<file path="src/rtl/core/msvg_pkg.sv">
// ============================================================================
// msvg_pkg
// Shared constants, types and helper functions for the Mobius strip vertex
// generator.
// ============================================================================
package msvg_pkg;

	localparam int MAX_SEGMENTS_DEF = 1024;
	localparam int CORDIC_STEPS_DEF = 16;

	localparam logic signed [31:0] Q28_PI      = 32'sd843314857;
	localparam logic signed [31:0] Q28_HALF_PI = 32'sd421657428;
	localparam logic signed [31:0] Q28_GAIN    = 32'sd163008219;
	localparam logic [30:0]        Q28_TWO_PI  = 31'd1686629713;
	localparam logic [29:0]        Q16_TWO_PI  = 30'd411775;

	typedef enum logic [1:0] {
		REG_SEGMENT_COUNT = 2'd0,
		REG_ANGLE_STEP    = 2'd1,
		REG_EDGE_LOW      = 2'd2,
		REG_EDGE_HIGH     = 2'd3
	} reg_index_t;

	// reduced and folded angles, Q.28
	typedef struct packed {
		logic               valid;
		logic               err;
		logic signed [31:0] a_u;
		logic               neg_u;
		logic signed [31:0] a_h;
		logic               neg_h;
	} angle_t;

	// products ahead of the final rounding
	typedef struct packed {
		logic               valid;
		logic               err;
		logic signed [63:0] px_lo;
		logic signed [63:0] py_lo;
		logic signed [15:0] z_lo;
		logic signed [63:0] px_hi;
		logic signed [63:0] py_hi;
		logic signed [15:0] z_hi;
	} vert_t;

	function automatic logic signed [31:0] atan_q28(input logic [4:0] i);
		logic signed [31:0] r;
		case (i)
			5'd0:  r = 32'sd210828714;
			5'd1:  r = 32'sd124459457;
			5'd2:  r = 32'sd65760959;
			5'd3:  r = 32'sd33381290;
			5'd4:  r = 32'sd16755422;
			5'd5:  r = 32'sd8385879;
			5'd6:  r = 32'sd4193963;
			5'd7:  r = 32'sd2097109;
			5'd8:  r = 32'sd1048571;
			5'd9:  r = 32'sd524287;
			5'd10: r = 32'sd262144;
			5'd11: r = 32'sd131072;
			5'd12: r = 32'sd65536;
			5'd13: r = 32'sd32768;
			5'd14: r = 32'sd16384;
			5'd15: r = 32'sd8192;
			5'd16: r = 32'sd4096;
			5'd17: r = 32'sd2048;
			5'd18: r = 32'sd1024;
			5'd19: r = 32'sd512;
			5'd20: r = 32'sd256;
			5'd21: r = 32'sd128;
			5'd22: r = 32'sd64;
			5'd23: r = 32'sd32;
			default: r = 32'sd0;
		endcase
		return r;
	endfunction

	function automatic logic signed [15:0] sat16(input logic signed [63:0] v);
		logic signed [15:0] r;
		if (v > 64'sd32767) begin
			r = 16'sh7fff;
		end else if (v < -64'sd32768) begin
			r = 16'sh8000;
		end else begin
			r = v[15:0];
		end
		return r;
	endfunction

endpackage

</file>
<file path="src/rtl/core/msvg_angle.sv">
// ============================================================================
// msvg_angle
// Front end: index check, angle product, reduction modulo 2*pi by reciprocal
// multiply, and folding into [-pi/2, pi/2] for both u and u/2.
// ============================================================================
module msvg_angle #(
	parameter int MAX_SEGMENTS = msvg_pkg::MAX_SEGMENTS_DEF
) (
	input  logic                  clk,
	input  logic                  arst_n,
	input  logic                  en,
	input  logic                  in_valid,
	input  logic [10:0]           segment_index,
	input  logic [10:0]           segment_count,
	input  logic [18:0]           angle_step,
	output msvg_pkg::angle_t      ang
);
	import msvg_pkg::*;

	localparam logic [21:0] RECIP = 22'((64'd1 << 52) / 64'(Q28_TWO_PI));
	localparam logic [31:0] TWO_PI_32 = 32'(Q28_TWO_PI);

	logic        err_in, eq_in, over_max;
	logic [31:0] k_wide, seg_wide;

	logic [6:0]  v_q;
	logic [6:0]  e_q;

	logic [10:0] k_s1;
	logic        eq_s1;
	logic [29:0] p_s2;
	logic [29:0] p_s3;
	logic [51:0] pm_s3;
	logic [29:0] p_s4;
	logic [42:0] tu_s4, th_s4;
	logic [31:0] ru_s5, rh_s5;
	logic [31:0] ru_s6, rh_s6;
	logic signed [31:0] au_s7, ah_s7;
	logic        nu_s7, nh_s7;

	logic signed [31:0] fu, fh;
	logic        fnu, fnh;

	assign k_wide   = 32'(segment_index);
	assign seg_wide = 32'(segment_count);
	assign over_max = seg_wide > 32'(MAX_SEGMENTS);
	assign err_in   = (k_wide > seg_wide) || (k_wide > 32'(MAX_SEGMENTS));
	assign eq_in    = over_max ? (k_wide == 32'(MAX_SEGMENTS)) : (k_wide == seg_wide);

	function automatic logic [32:0] fold(input logic [31:0] r);
		logic signed [31:0] a;
		logic               n;
		a = r;
		n = 1'b0;
		if (a > Q28_PI) begin
			a = a - $signed(TWO_PI_32);
		end
		if (a > Q28_HALF_PI) begin
			a = Q28_PI - a;
			n = 1'b1;
		end else if (a < -Q28_HALF_PI) begin
			a = -Q28_PI - a;
			n = 1'b1;
		end
		return {n, a};
	endfunction

	assign {fnu, fu} = fold(ru_s6);
	assign {fnh, fh} = fold(rh_s6);

	always_ff @(posedge clk or negedge arst_n) begin
		if (!arst_n) begin
			v_q <= '0;
		end else if (en) begin
			v_q <= {v_q[5:0], in_valid};
		end
	end

	always_ff @(posedge clk) begin
		if (en) begin
			e_q   <= {e_q[5:0], err_in};
			k_s1  <= segment_index;
			eq_s1 <= eq_in;
			p_s2  <= eq_s1 ? Q16_TWO_PI : 30'(k_s1) * 30'(angle_step);
			p_s3  <= p_s2;
			pm_s3 <= 52'(p_s2) * 52'(RECIP);
			p_s4  <= p_s3;
			tu_s4 <= 43'(pm_s3[51:40]) * 43'(Q28_TWO_PI);
			th_s4 <= 43'(pm_s3[51:41]) * 43'(Q28_TWO_PI);
			ru_s5 <= 32'(43'({p_s4, 12'd0}) - tu_s4);
			rh_s5 <= 32'(43'({p_s4, 11'd0}) - th_s4);
			ru_s6 <= (ru_s5 >= TWO_PI_32) ? ru_s5 - TWO_PI_32 : ru_s5;
			rh_s6 <= (rh_s5 >= TWO_PI_32) ? rh_s5 - TWO_PI_32 : rh_s5;
			au_s7 <= fu;
			nu_s7 <= fnu;
			ah_s7 <= fh;
			nh_s7 <= fnh;
		end
	end

	assign ang.valid = v_q[6];
	assign ang.err   = e_q[6];
	assign ang.a_u   = au_s7;
	assign ang.neg_u = nu_s7;
	assign ang.a_h   = ah_s7;
	assign ang.neg_h = nh_s7;

endmodule

</file>
<file path="config.mk">
export PLATFORM = sky130hd
export DESIGN_NAME = msvg_angle
export DESIGN_NICKNAME = d
export VERILOG_FILES = /design/src/rtl/core/msvg_pkg.sv /design/src/rtl/core/msvg_angle.sv
export SDC_FILE = /design/constraint.sdc
export NUM_CORES = 2
export LEC_CHECK = 0
export ABC_AREA = 1
export ABC_CLOCK_PERIOD_IN_PS = 7800
export BUFFER_PORTS_ARGS = -buffer_cell sky130_fd_sc_hd__buf_2
export CAP_MARGIN = 20
export CORE_MARGIN = 4
export CORE_UTILIZATION = 64
export DETAILED_ROUTE_END_ITERATION = 12
export PLACE_DENSITY = 0.81
export SLEW_MARGIN = 20
export SYNTH_ARGS = -nofsm -noshare
export SYNTH_HDL_FRONTEND = slang
export SYNTH_SLANG_ARGS = --single-unit
export TNS_END_PERCENT = 5
</file>
<file path="constraint.sdc">
create_clock -name clk -period 7.8 [get_ports clk]
set_input_delay 0.78 -clock clk [delete_from_list [all_inputs] [get_ports clk]]
set_output_delay 0.78 -clock clk [all_outputs]
set_load 0.02 [all_outputs]
</file>
==> metrics.md <==
| Metric | Value |
|---|---|
| Post-synthesis net count | `7131` |
| CTS tree | `built` |
| Post-CTS Hold Fix Bufs | `1` |
| Syn avg cell area | `7.810 um^2` |
| Yosys top cell by area | `edfxtp_1` |
| Ranking of synthesized cells by area | `edfxtp_1 22%, fa_1 20%, nand2_1 13%, ha_1 12%, inv_1 9.4%` |
| Crit path buffers/inverters | `4` |
| Port Buf Inserts | `112` |
| DR iter-0 viols | `3491` |
| Initial antenna violation count | `1` |
| Crit Path Max Fanout | `19` |
| Final #Nets | `7194` |
| DPL Wire Length | `100800 um` |
| Grt ovf | `0` |
| Drt drc | `0` |
| Die height | `281.9 um` |
| GRT Total Usage | `31.71%` |
| Synth Cell Area | `0.04802 mm^2` |
| Post-synth top area share | `22.39%` |
| CP peak stage delay | `0.86 ns` |
| DRT antenna net count | `0` |
| Core area | `0.07445 mm^2` |
| First-pass GRT wire length | `202700 um` |
| Pin count of the biggest net entering global routing | `181` |
| Delay-heaviest family, CP | `adder cells` |
| Vias/cell | `5.575` |
| Setup TNS | `0 ns` |
| Min Tclk post-route | `6.703 ns` |
| Row cnt | `100` |
| Synth warn | `0` |
| RSZ-0062 raised after global routing | `false` |
| N_diodes | `0` |
| Asr flop ratio synth | `1.918%` |
| Final Max Slew Viols | `0` |
| Worst Path Class, Setup | `flop to flop` |
| Post-synth EDFFs | `358` |
| Synth cell types | `63` |
| Fill count | `6137` |
| Req. time, crit path | `8.16 ns` |
| Setup bufs post-CTS | `0` |
| Synthesized flop and latch total | `365` |
| Post-synthesis cell count | `6149` |
| Number of global-route vias before repair | `39810` |
| Seq/Total Area, Yosys | `22.75%` |
| CTS root buffer | `clkbuf_16` |
| Gates resized, CTS repair | `0` |
| CP Launch Type | `flop` |
| Min-delay worst type | `input pin to flop` |
| Routed Wire Length | `124400 um` |
| CP cell instances | `nand2_1 -> fa_1 -> inv_1 -> fa_1 -> fa_1 -> fa_1 -> inv_1 -> fa_1 -> inv_1 -> ha_1 -> nand2_1 -> nor2_1 -> inv_1 -> o21bai_1 -> a21oi_1 -> o21ai_0 -> a21oi_1 -> o21ai_0 -> a21oi_1 -> o21ai_0 -> nand2_1 -> nand2_1 -> nor2_1` |
| CP max-delay cell | `edfxtp_1` |
| Final setup violation count | `0` |
| Die Width | `281.9 um` |
| Crit end category | `flop` |
| Critical path arrival | `7.07 ns` |
| Share of layout cells above drive strength 1 | `4.675%` |
| Clock Path Buffers | `3` |
| Die Area | `0.07948 mm^2` |
| Max-slew headroom | `26.71%` |
| Status | `completed` |
| Router iterations before antenna repair | `6` |
| H-Tree Depth | `2` |
| Avg WL per Cell | `17.25 um` |
| Area delta synth->final | `5.698%` |
| Main flop type after synthesis | `edfxtp_1` |
| Most frequent CP cell | `fa_1` |
| Final hold viol count | `0` |
| Max Cap Violations | `0` |
| Worst-margin pin slew | `1.098 ns` |
| I/O pin count | `113` |
| DR vias | `40225` |
| Clk pin slew, worst setup/hold paths | `0.06 ns` |
| Starting Density | `64.51%` |
| Clock sinks | `365` |
| CTS Buf Count | `44` |
| Routability Congestion | `0.9928` |
| Final period utilization | `85.94%` |
| Clk_lat worst skew | `0.62 ns` |
| Max Clock Skew | `0.04028 ns` |
| Peak Freq | `0.1492 GHz` |
-- worst min-delay path, delay by kind of cell --
kind,cells,cell delay [ns]
AOI/OAI and AO/OA,1,0.06
buffers and inverters,1,0.08
and+or+nand+nor,1,0.04
-- cells in the mapped netlist (19+ instances only) --
cell type and instances:
nand2_1 1715, inv_1 1201, fa_1 482, ha_1 455
nor2_1 452, edfxtp_1 358, a21oi_1 284, nand3_1 261
xor2_1 201, o21ai_0 150, nand4_1 84, xnor2_1 75
nor3_1 63, clkbuf_1 55, nand2_2 22, buf_2 19
buf_4 19
-- registers in the layout, indices dropped and copies added, names as in the netlist --
name / count
ah_s7: 32
au_s7: 32
rh_s5: 32
rh_s6: 32
ru_s5: 32
ru_s6: 32
tu_s4: 32
p_s2: 30
th_s4: 29
p_s3: 21
p_s4: 21
pm_s3: 12
k_s1: 11
e_q: 7
v_q: 7
eq_s1: 1
nh_s7: 1
nu_s7: 1
-- layout by cell type, fill, tap and decap left out, types with 10 or more instances in the layout --
cell,count
edfxtp_1,358
inv_1,1201
o21a_1,15
clkbuf_16,45
nand4_1,84
nor3_1,63
buf_4,11
o21ai_2,11
nor2_1,451
nor4_1,13
fa_1,482
o21bai_1,10
buf_2,111
o21ai_1,17
ha_1,455
nand3_1,261
nand2_1,1715
xnor2_1,75
a21oi_1,284
a21o_1,12
o21ai_0,149
a31oi_1,12
xor2_1,201
nand2_2,22
nand3b_1,10
nor2_2,18
inv_2,18
-- per-layer routing --
metal / vias to the layer above / GRT usage, % / routed length (um)
li1: 19403 / - / -
met1: 19093 / 41.33 / 51070
met2: 1406 / 54.55 / 60860
met3: 323 / 3.958 / 7280
met4: 0 / 11.98 / 5222
met5: - / 0 / 0
-- cells by family (layout without fill, tap and decap cells) --
group | after synthesis | in the layout | share of synthesized area (%)
flip-flops | 365 | 365 | 22.75
buffers and inverters | 1330 | 1427 | 10.72
XOR/XNOR | 276 | 276 | 5.034
multiplexers | 2 | 2 | 0.04689
AO/OA/AOI/OAI | 568 | 568 | 6.649
AND/OR/NAND/NOR | 2671 | 2671 | 22.85
adder cells (fa/ha/maj) | 937 | 937 | 31.95
-- per-stage QoR --
| stage | hold WS (ns) | util (%) | instances | area [um^2] | setup WS (ns) |
|---|---|---|---|---|---|
| after CTS | 0.3538 | 68.18 | 7215 | 50760 | 1.203 |
| after global routing | 0.3805 | 68.18 | 7215 | 50760 | 0.6750 |
| final | 0.3868 | 68.18 | 7215 | 50760 | 1.097 |
| after floorplan | 0.4003 | - | 6149 | 48020 | 1.737 |
| after detailed placement | 0.4045 | 66.29 | 7134 | 49350 | 1.114 |
| after global placement | 0.4005 | 66.29 | 7134 | 49350 | 1.201 |
-- layout make-up --
type                            count  area [um^2]  share of cell area (%)
Multi-Input combinational cell   4454        31950                   62.95
Sequential cell                   365        10930                   21.52
Inverter                         1222         4587                   9.036
Tap cell                          969         1212                   2.389
Clock buffer                       53         1166                   2.297
Timing Repair Buffer              125        683.2                   1.346
Clock inverter                     27        232.7                  0.4585
-- final timing paths --
| check | startpoint | to | slack, ns | cells after the start |
|---|---|---|---|---|
| max in group asynchronous | arst_n | v_q[6] | 7.10 | 2 |
| setup reg to reg | k_s1[7] | p_s2[26] | 1.10 | 23 |
| hold reg to reg | p_s3[20] | p_s4[20] | 0.41 | 0 |
| hold / removal | in_valid | v_q[0] | 0.39 | 3 |
| setup / recovery | k_s1[7] | p_s2[26] | 1.10 | 23 |
| min in group asynchronous | arst_n | v_q[2] | 0.54 | 2 |
Power is left out: the tool's default activity adds up to more than one toggle a clock period on the data nets, which glitch-free logic cannot reach.
