File: config.mk
export PLATFORM = sky130hd
export DESIGN_NAME = msvg_cordic
export DESIGN_NICKNAME = d
export VERILOG_FILES = /design/src/rtl/core/msvg_pkg.sv /design/src/rtl/core/msvg_cordic.sv
export SDC_FILE = /design/constraint.sdc
export NUM_CORES = 2
export LEC_CHECK = 0
export BUFFER_PORTS_ARGS = -buffer_cell sky130_fd_sc_hd__buf_4
export CORE_ASPECT_RATIO = 2
export CORE_MARGIN = 2
export CORE_UTILIZATION = 61
export CTS_BUF_LIST = sky130_fd_sc_hd__clkbuf_16
export CTS_CLUSTER_SIZE = 12
export DETAILED_ROUTE_END_ITERATION = 16
export GPL_TIMING_DRIVEN = 1
export PLACE_DENSITY = 0.79
export SLEW_MARGIN = 10
export SYNTH_ARGS = -nofsm -noshare
export SYNTH_HDL_FRONTEND = slang
export SYNTH_SLANG_ARGS = --single-unit
File: constraint.sdc
create_clock -name clk -period 7.6 [get_ports clk]
set_clock_uncertainty 0.15 [all_clocks]
set_input_delay 1.52 -clock clk [delete_from_list [all_inputs] [get_ports clk]]
set_output_delay 1.52 -clock clk [all_outputs]
set_load 0.02 [all_outputs]
File: src/rtl/core/msvg_pkg.sv
// ============================================================================
// msvg_pkg
// Shared constants, types and helper functions for the Mobius strip vertex
// generator.
// ============================================================================
package msvg_pkg;

	localparam int MAX_SEGMENTS_DEF = 1024;
	localparam int CORDIC_STEPS_DEF = 16;

	localparam logic signed [31:0] Q28_PI      = 32'sd843314857;
	localparam logic signed [31:0] Q28_HALF_PI = 32'sd421657428;
	localparam logic signed [31:0] Q28_GAIN    = 32'sd163008219;
	localparam logic [30:0]        Q28_TWO_PI  = 31'd1686629713;
	localparam logic [29:0]        Q16_TWO_PI  = 30'd411775;

	typedef enum logic [1:0] {
		REG_SEGMENT_COUNT = 2'd0,
		REG_ANGLE_STEP    = 2'd1,
		REG_EDGE_LOW      = 2'd2,
		REG_EDGE_HIGH     = 2'd3
	} reg_index_t;

	// reduced and folded angles, Q.28
	typedef struct packed {
		logic               valid;
		logic               err;
		logic signed [31:0] a_u;
		logic               neg_u;
		logic signed [31:0] a_h;
		logic               neg_h;
	} angle_t;

	// products ahead of the final rounding
	typedef struct packed {
		logic               valid;
		logic               err;
		logic signed [63:0] px_lo;
		logic signed [63:0] py_lo;
		logic signed [15:0] z_lo;
		logic signed [63:0] px_hi;
		logic signed [63:0] py_hi;
		logic signed [15:0] z_hi;
	} vert_t;

	function automatic logic signed [31:0] atan_q28(input logic [4:0] i);
		logic signed [31:0] r;
		case (i)
			5'd0:  r = 32'sd210828714;
			5'd1:  r = 32'sd124459457;
			5'd2:  r = 32'sd65760959;
			5'd3:  r = 32'sd33381290;
			5'd4:  r = 32'sd16755422;
			5'd5:  r = 32'sd8385879;
			5'd6:  r = 32'sd4193963;
			5'd7:  r = 32'sd2097109;
			5'd8:  r = 32'sd1048571;
			5'd9:  r = 32'sd524287;
			5'd10: r = 32'sd262144;
			5'd11: r = 32'sd131072;
			5'd12: r = 32'sd65536;
			5'd13: r = 32'sd32768;
			5'd14: r = 32'sd16384;
			5'd15: r = 32'sd8192;
			5'd16: r = 32'sd4096;
			5'd17: r = 32'sd2048;
			5'd18: r = 32'sd1024;
			5'd19: r = 32'sd512;
			5'd20: r = 32'sd256;
			5'd21: r = 32'sd128;
			5'd22: r = 32'sd64;
			5'd23: r = 32'sd32;
			default: r = 32'sd0;
		endcase
		return r;
	endfunction

	function automatic logic signed [15:0] sat16(input logic signed [63:0] v);
		logic signed [15:0] r;
		if (v > 64'sd32767) begin
			r = 16'sh7fff;
		end else if (v < -64'sd32768) begin
			r = 16'sh8000;
		end else begin
			r = v[15:0];
		end
		return r;
	endfunction

endpackage

File: src/rtl/core/msvg_cordic.sv
// ============================================================================
// msvg_cordic
// Rotation-mode CORDIC, one register stage per iteration.
// ============================================================================
module msvg_cordic #(
	parameter int STEPS = msvg_pkg::CORDIC_STEPS_DEF
) (
	input  logic               clk,
	input  logic               arst_n,
	input  logic               en,
	input  logic               in_valid,
	input  logic signed [31:0] angle,
	input  logic               neg_in,
	output logic               out_valid,
	output logic signed [31:0] sin_out,
	output logic signed [31:0] cos_out
);
	import msvg_pkg::*;

	logic signed [31:0] x_s [STEPS+1];
	logic signed [31:0] y_s [STEPS+1];
	logic signed [31:0] z_s [STEPS+1];
	logic               n_s [STEPS+1];
	logic [STEPS:0]     v_s;

	assign x_s[0] = Q28_GAIN;
	assign y_s[0] = '0;
	assign z_s[0] = angle;
	assign n_s[0] = neg_in;
	assign v_s[0] = in_valid;

	for (genvar i = 0; i < STEPS; i++) begin : g_step
		logic signed [31:0] dx, dy;
		assign dx = y_s[i] >>> i;
		assign dy = x_s[i] >>> i;

		always_ff @(posedge clk or negedge arst_n) begin
			if (!arst_n) begin
				v_s[i+1] <= 1'b0;
			end else if (en) begin
				v_s[i+1] <= v_s[i];
			end
		end

		always_ff @(posedge clk) begin
			if (en) begin
				n_s[i+1] <= n_s[i];
				if (z_s[i] >= 0) begin
					x_s[i+1] <= x_s[i] - dx;
					y_s[i+1] <= y_s[i] + dy;
					z_s[i+1] <= z_s[i] - atan_q28(5'(i));
				end else begin
					x_s[i+1] <= x_s[i] + dx;
					y_s[i+1] <= y_s[i] - dy;
					z_s[i+1] <= z_s[i] + atan_q28(5'(i));
				end
			end
		end
	end

	assign out_valid = v_s[STEPS];
	assign sin_out   = y_s[STEPS];
	assign cos_out   = n_s[STEPS] ? -x_s[STEPS] : x_s[STEPS];

endmodule

==> tab_implementation.tex <==
\begin{tabular}{lr}
\hline
Metric & Value \\
\hline
\multicolumn{2}{l}{\textbf{Setup path}} \\
\quad Maximum fanout along the worst path & 12 \\
\quad CP endpoint kind & flop \\
\quad Setup CP Type & flop to flop \\
\quad Worst setup SP type & flop \\
\quad Data required, critical path & 7.74 ns \\
\quad Number of cells on the worst reg-to-reg path & 11 \\
\quad WP data arrival & 6.36 ns \\
\multicolumn{2}{l}{\textbf{Layout}} \\
\quad Filler Cell Count & 14.6k \\
\quad Area growth syn-to-layout & 6.86\% \\
\quad Commonest non-fill, non-tap cells in the layout & sky130\_fd\_sc\_hd\_\_edfxtp\_1, sky130\_fd\_sc\_hd\_\_ha\_1, sky130\_fd\_sc\_hd\_\_xnor2\_1 \\
\quad Most common library cell in the layout ignoring fill and taps & sky130\_fd\_sc\_hd\_\_edfxtp\_1 \\
\quad Share of layout cells above drive strength 1 & 0.0427 \\
\quad Combined area of the multi-input logic cells & 69500 µm² \\
\quad Total Nets Final & 13.1k \\
\quad Sequential cell area & 40500 µm² \\
\multicolumn{2}{l}{\textbf{GRT}} \\
\quad Wire length of the first global-routing pass & 534 mm \\
\quad Global route total overflow & 0 \\
\quad Maximum number of pins on one net before global-route repair & 174 \\
\quad Via count of the first global-routing pass & 95.3k \\
\quad Initial antenna violation count & 14 \\
\quad GR Util All Layers & 0.374 \\
\multicolumn{2}{l}{\textbf{STA}} \\
\quad Peak Freq & 0.161 GHz \\
\quad Number of failing hold endpoints at the final stage & 0 \\
\quad Measured slew at the worst slew-check pin & 2.28 ns \\
\quad Final clock period utilization by the worst path & 0.818 \\
\quad Final min period & 6.22 ns \\
\quad Unrepaired setup endpoints after global routing & false \\
\quad Final setup viols & 0 \\
\quad Relative slew margins & -0.530 \\
\quad Slew Limit Fails & 3 \\
\quad Sum of negative setup slack & 0 ns \\
\multicolumn{2}{l}{\textbf{Die}} \\
\quad Total die area & 189000 µm² \\
\quad Initial Util & 0.613 \\
\quad Core Footprint & 184000 µm² \\
\quad Die width & 308 µm \\
\quad Die Y-Extent & 612 µm \\
\quad IO Count & 102 \\
\quad Rows & 223 \\
\multicolumn{2}{l}{\textbf{Routing}} \\
\quad Residual antenna-violating net count after detailed routing & 0 \\
\quad Number of vias after detailed routing & 92.0k \\
\quad First-iteration detailed-routing DRC count & 5687 \\
\quad Count of TritonRoute iterations in the first routing pass & 8 \\
\quad Detail-routed via count per cell & 6.50 \\
\quad DRT Wirelength & 358 mm \\
\quad Detailed-route wire length per cell & 25.3 µm \\
\quad Drt drc & 0 \\
\multicolumn{2}{l}{\textbf{Synth}} \\
\quad Leading register cell type out of synthesis & sky130\_fd\_sc\_hd\_\_edfxtp\_1 \\
\quad Post-synthesis cell count & 11.6k \\
\quad Number of library cell types mapped by synthesis & 91 \\
\quad Cells taking the most area after synthesis & sky130\_fd\_sc\_hd\_\_edfxtp\_1, sky130\_fd\_sc\_hd\_\_ha\_1, sky130\_fd\_sc\_hd\_\_xnor2\_1 \\
\quad Per-instance average area after synthesis & 9.71 µm² \\
\quad Total of warnings raised by yosys & 0 \\
\quad Syn Std Cell Area & 113000 µm² \\
\quad Dominant cell type by area after synthesis & sky130\_fd\_sc\_hd\_\_edfxtp\_1 \\
\quad Number of enable-type register cells in the synthesized netlist & 1337 \\
\quad Share of Yosys cell area claimed by the top area cell type & 0.356 \\
\quad Number of nets in the synthesized netlist & 13.0k \\
\quad Ys async rst share & 0.0118 \\
\quad Seq/Total Area, Yosys & 0.359 \\
\quad Count of state elements after synthesis & 1353 \\
\multicolumn{2}{l}{\textbf{Clock tree}} \\
\quad H-Tree Depth & 4 \\
\quad Master cell of the clock root buffer & sky130\_fd\_sc\_hd\_\_clkbuf\_16 \\
\quad Setup repair bufs after CTS & 0 \\
\quad Number of buffers created by CTS & 148 \\
\quad Clk slew on worst S/H paths & 0.06 ns \\
\quad Clock tree sinks & 1353 \\
\quad Clock insertion delay at the later pin of the skew report & 0.82 ns \\
\quad TritonCTS clock tree & built \\
\quad Bufs on Longest Clock Path & 4 \\
\quad CTS-repair resized insts & 0 \\
\quad Number of buffers inserted by hold repair at cts & 0 \\
\multicolumn{2}{l}{\textbf{Outcome}} \\
\quad Run status & complete, but fails checks \\
\quad Failing checks & max-capacitance violations, max-slew violations \\
\multicolumn{2}{l}{\textbf{Flow run}} \\
\quad Number of max-capacitance violations reported & 1 \\
\multicolumn{2}{l}{\textbf{Min path}} \\
\quad Type of the most critical hold path & flop to flop \\
\quad Number of cells on the worst hold path & 0 \\
\multicolumn{2}{l}{\textbf{Placement}} \\
\quad I/O Buffers & 101 \\
\quad Final estimated routing congestion in global placement & 1.04 \\
\quad HPWL after detailed placement & 287 mm \\
\hline
\end{tabular}
[kinds of logic (layout without fill, tap and decap cells)]
kind of cell    count (synthesis)  after routing  share of synthesized area
compound gates               3527           3527                      0.201
fa+ha+maj                    1322           1322                      0.149
other cells                     1              9                  0.0000332
simple gates                 2940           2940                      0.128
mux                            58             58                    0.00547
xor+xnor                     1695           1695                      0.132
flops                        1353           1353                      0.359
buf+inv                       719            898                     0.0250
[metal layers]
metal / GRT usage / up-vias / share of wire / wire length [µm]
li1: - / 43310 / - / -
met5: 0 / - / 0.00024 / 87
met4: 0.451 / 12 / 0.14 / 51300
met1: 0.270 / 43767 / 0.27 / 97100
met3: 0.0564 / 1799 / 0.039 / 14100
met2: 0.734 / 3124 / 0.55 / 196000
[synth_stat cells (23+ instances only)]
master                     number
sky130_fd_sc_hd__nor4_1        49
sky130_fd_sc_hd__o21bai_1     123
sky130_fd_sc_hd__o41ai_1       87
sky130_fd_sc_hd__nand3_1      173
sky130_fd_sc_hd__o21ai_0      801
sky130_fd_sc_hd__nand3b_1      29
sky130_fd_sc_hd__nor2_1       783
sky130_fd_sc_hd__nand4_1       97
sky130_fd_sc_hd__mux2i_1       29
sky130_fd_sc_hd__mux2_2        29
sky130_fd_sc_hd__nor3_1       189
sky130_fd_sc_hd__xnor2_1     1126
sky130_fd_sc_hd__o211ai_1      35
sky130_fd_sc_hd__a21o_1       632
sky130_fd_sc_hd__a211oi_1      59
sky130_fd_sc_hd__or3_1        141
sky130_fd_sc_hd__or2_2         52
sky130_fd_sc_hd__a21boi_0      53
sky130_fd_sc_hd__clkbuf_1     166
sky130_fd_sc_hd__inv_1        500
sky130_fd_sc_hd__xor2_1       569
sky130_fd_sc_hd__nor2b_1      199
sky130_fd_sc_hd__a221oi_1      27
sky130_fd_sc_hd__nand2b_1     194
sky130_fd_sc_hd__o31a_1        31
sky130_fd_sc_hd__fa_1          43
sky130_fd_sc_hd__or4_1         86
sky130_fd_sc_hd__edfxtp_1    1337
sky130_fd_sc_hd__a21oi_1      950
sky130_fd_sc_hd__a31o_2        27
sky130_fd_sc_hd__nand2_1      733
sky130_fd_sc_hd__o21a_1       169
sky130_fd_sc_hd__ha_1        1279
sky130_fd_sc_hd__a31oi_1       80
sky130_fd_sc_hd__buf_4         33
sky130_fd_sc_hd__and3_1        94
sky130_fd_sc_hd__o31ai_1      212
sky130_fd_sc_hd__and2_1        43
sky130_fd_sc_hd__a41o_1        23
[path summary, 6_finish.rpt]
path	start	to	slack [ns]
min in group asynchronous	arst_n	v_s[12]$_DFFE_PN0P_	0.39
min reg2reg	n_s[14]$_DFFE_PP_	n_s[13]$_DFFE_PP_	0.26
max in group asynchronous	arst_n	v_s[5]$_DFFE_PN0P_	6.73
max	g_step[2].dy[22]$_DFFE_PP_	g_step[3].dx[26]$_DFFE_PP_	1.38
max reg2reg	g_step[2].dy[22]$_DFFE_PP_	g_step[3].dx[26]$_DFFE_PP_	1.38
min	n_s[14]$_DFFE_PP_	n_s[13]$_DFFE_PP_	0.26
[stage by stage]
stage	hold WS (ns)	area, µm²	cells	worst slack (ns)	util
2_1_floorplan	0.250	113000	11615	2.42	-
3_3_place_gp	0.251	116000	13940	1.78	0.631
3_5_place_dp	0.255	116000	13940	1.66	0.631
4_1_cts	0.267	121000	14156	1.67	0.654
5_1_grt	0.271	121000	14160	1.17	0.655
6_report	0.263	121000	14164	1.38	0.655
[cell type report]
type / instances / share of cell area
Antenna cell: 8 / 0.000166
Clock buffer: 151 / 0.0313
Clock inverter: 65 / 0.00375
Inverter: 507 / 0.0158
Multi-Input combinational cell: 9543 / 0.576
Sequential cell: 1353 / 0.336
Tap cell: 2362 / 0.0245
Timing Repair Buffer: 175 / 0.0118
[critical path, cell delays in order (launching register included)]
cell                       delay, ns
sky130_fd_sc_hd__edfxtp_1       0.90
sky130_fd_sc_hd__nand2_1        0.39
sky130_fd_sc_hd__nand2_1        0.16
sky130_fd_sc_hd__ha_1           0.34
sky130_fd_sc_hd__and3_1         0.30
sky130_fd_sc_hd__a221oi_1       0.80
sky130_fd_sc_hd__o21bai_1       0.16
sky130_fd_sc_hd__o211ai_1       0.25
sky130_fd_sc_hd__a21o_1         0.18
sky130_fd_sc_hd__nor2_1         0.09
sky130_fd_sc_hd__o211a_1        0.26
sky130_fd_sc_hd__a211oi_1       1.73
[state kept, by name, summed over array words and instances (netlist names)]
register and flops:
x_s 151, z_s 379, g_step.dy 310, n_s 16
g_step.dx 331, sin_out 32, v_s 15, y_s 118
out_valid 1
Power is left out: the tool's default activity adds up to more than one toggle a clock period on the data nets, which glitch-free logic cannot reach.
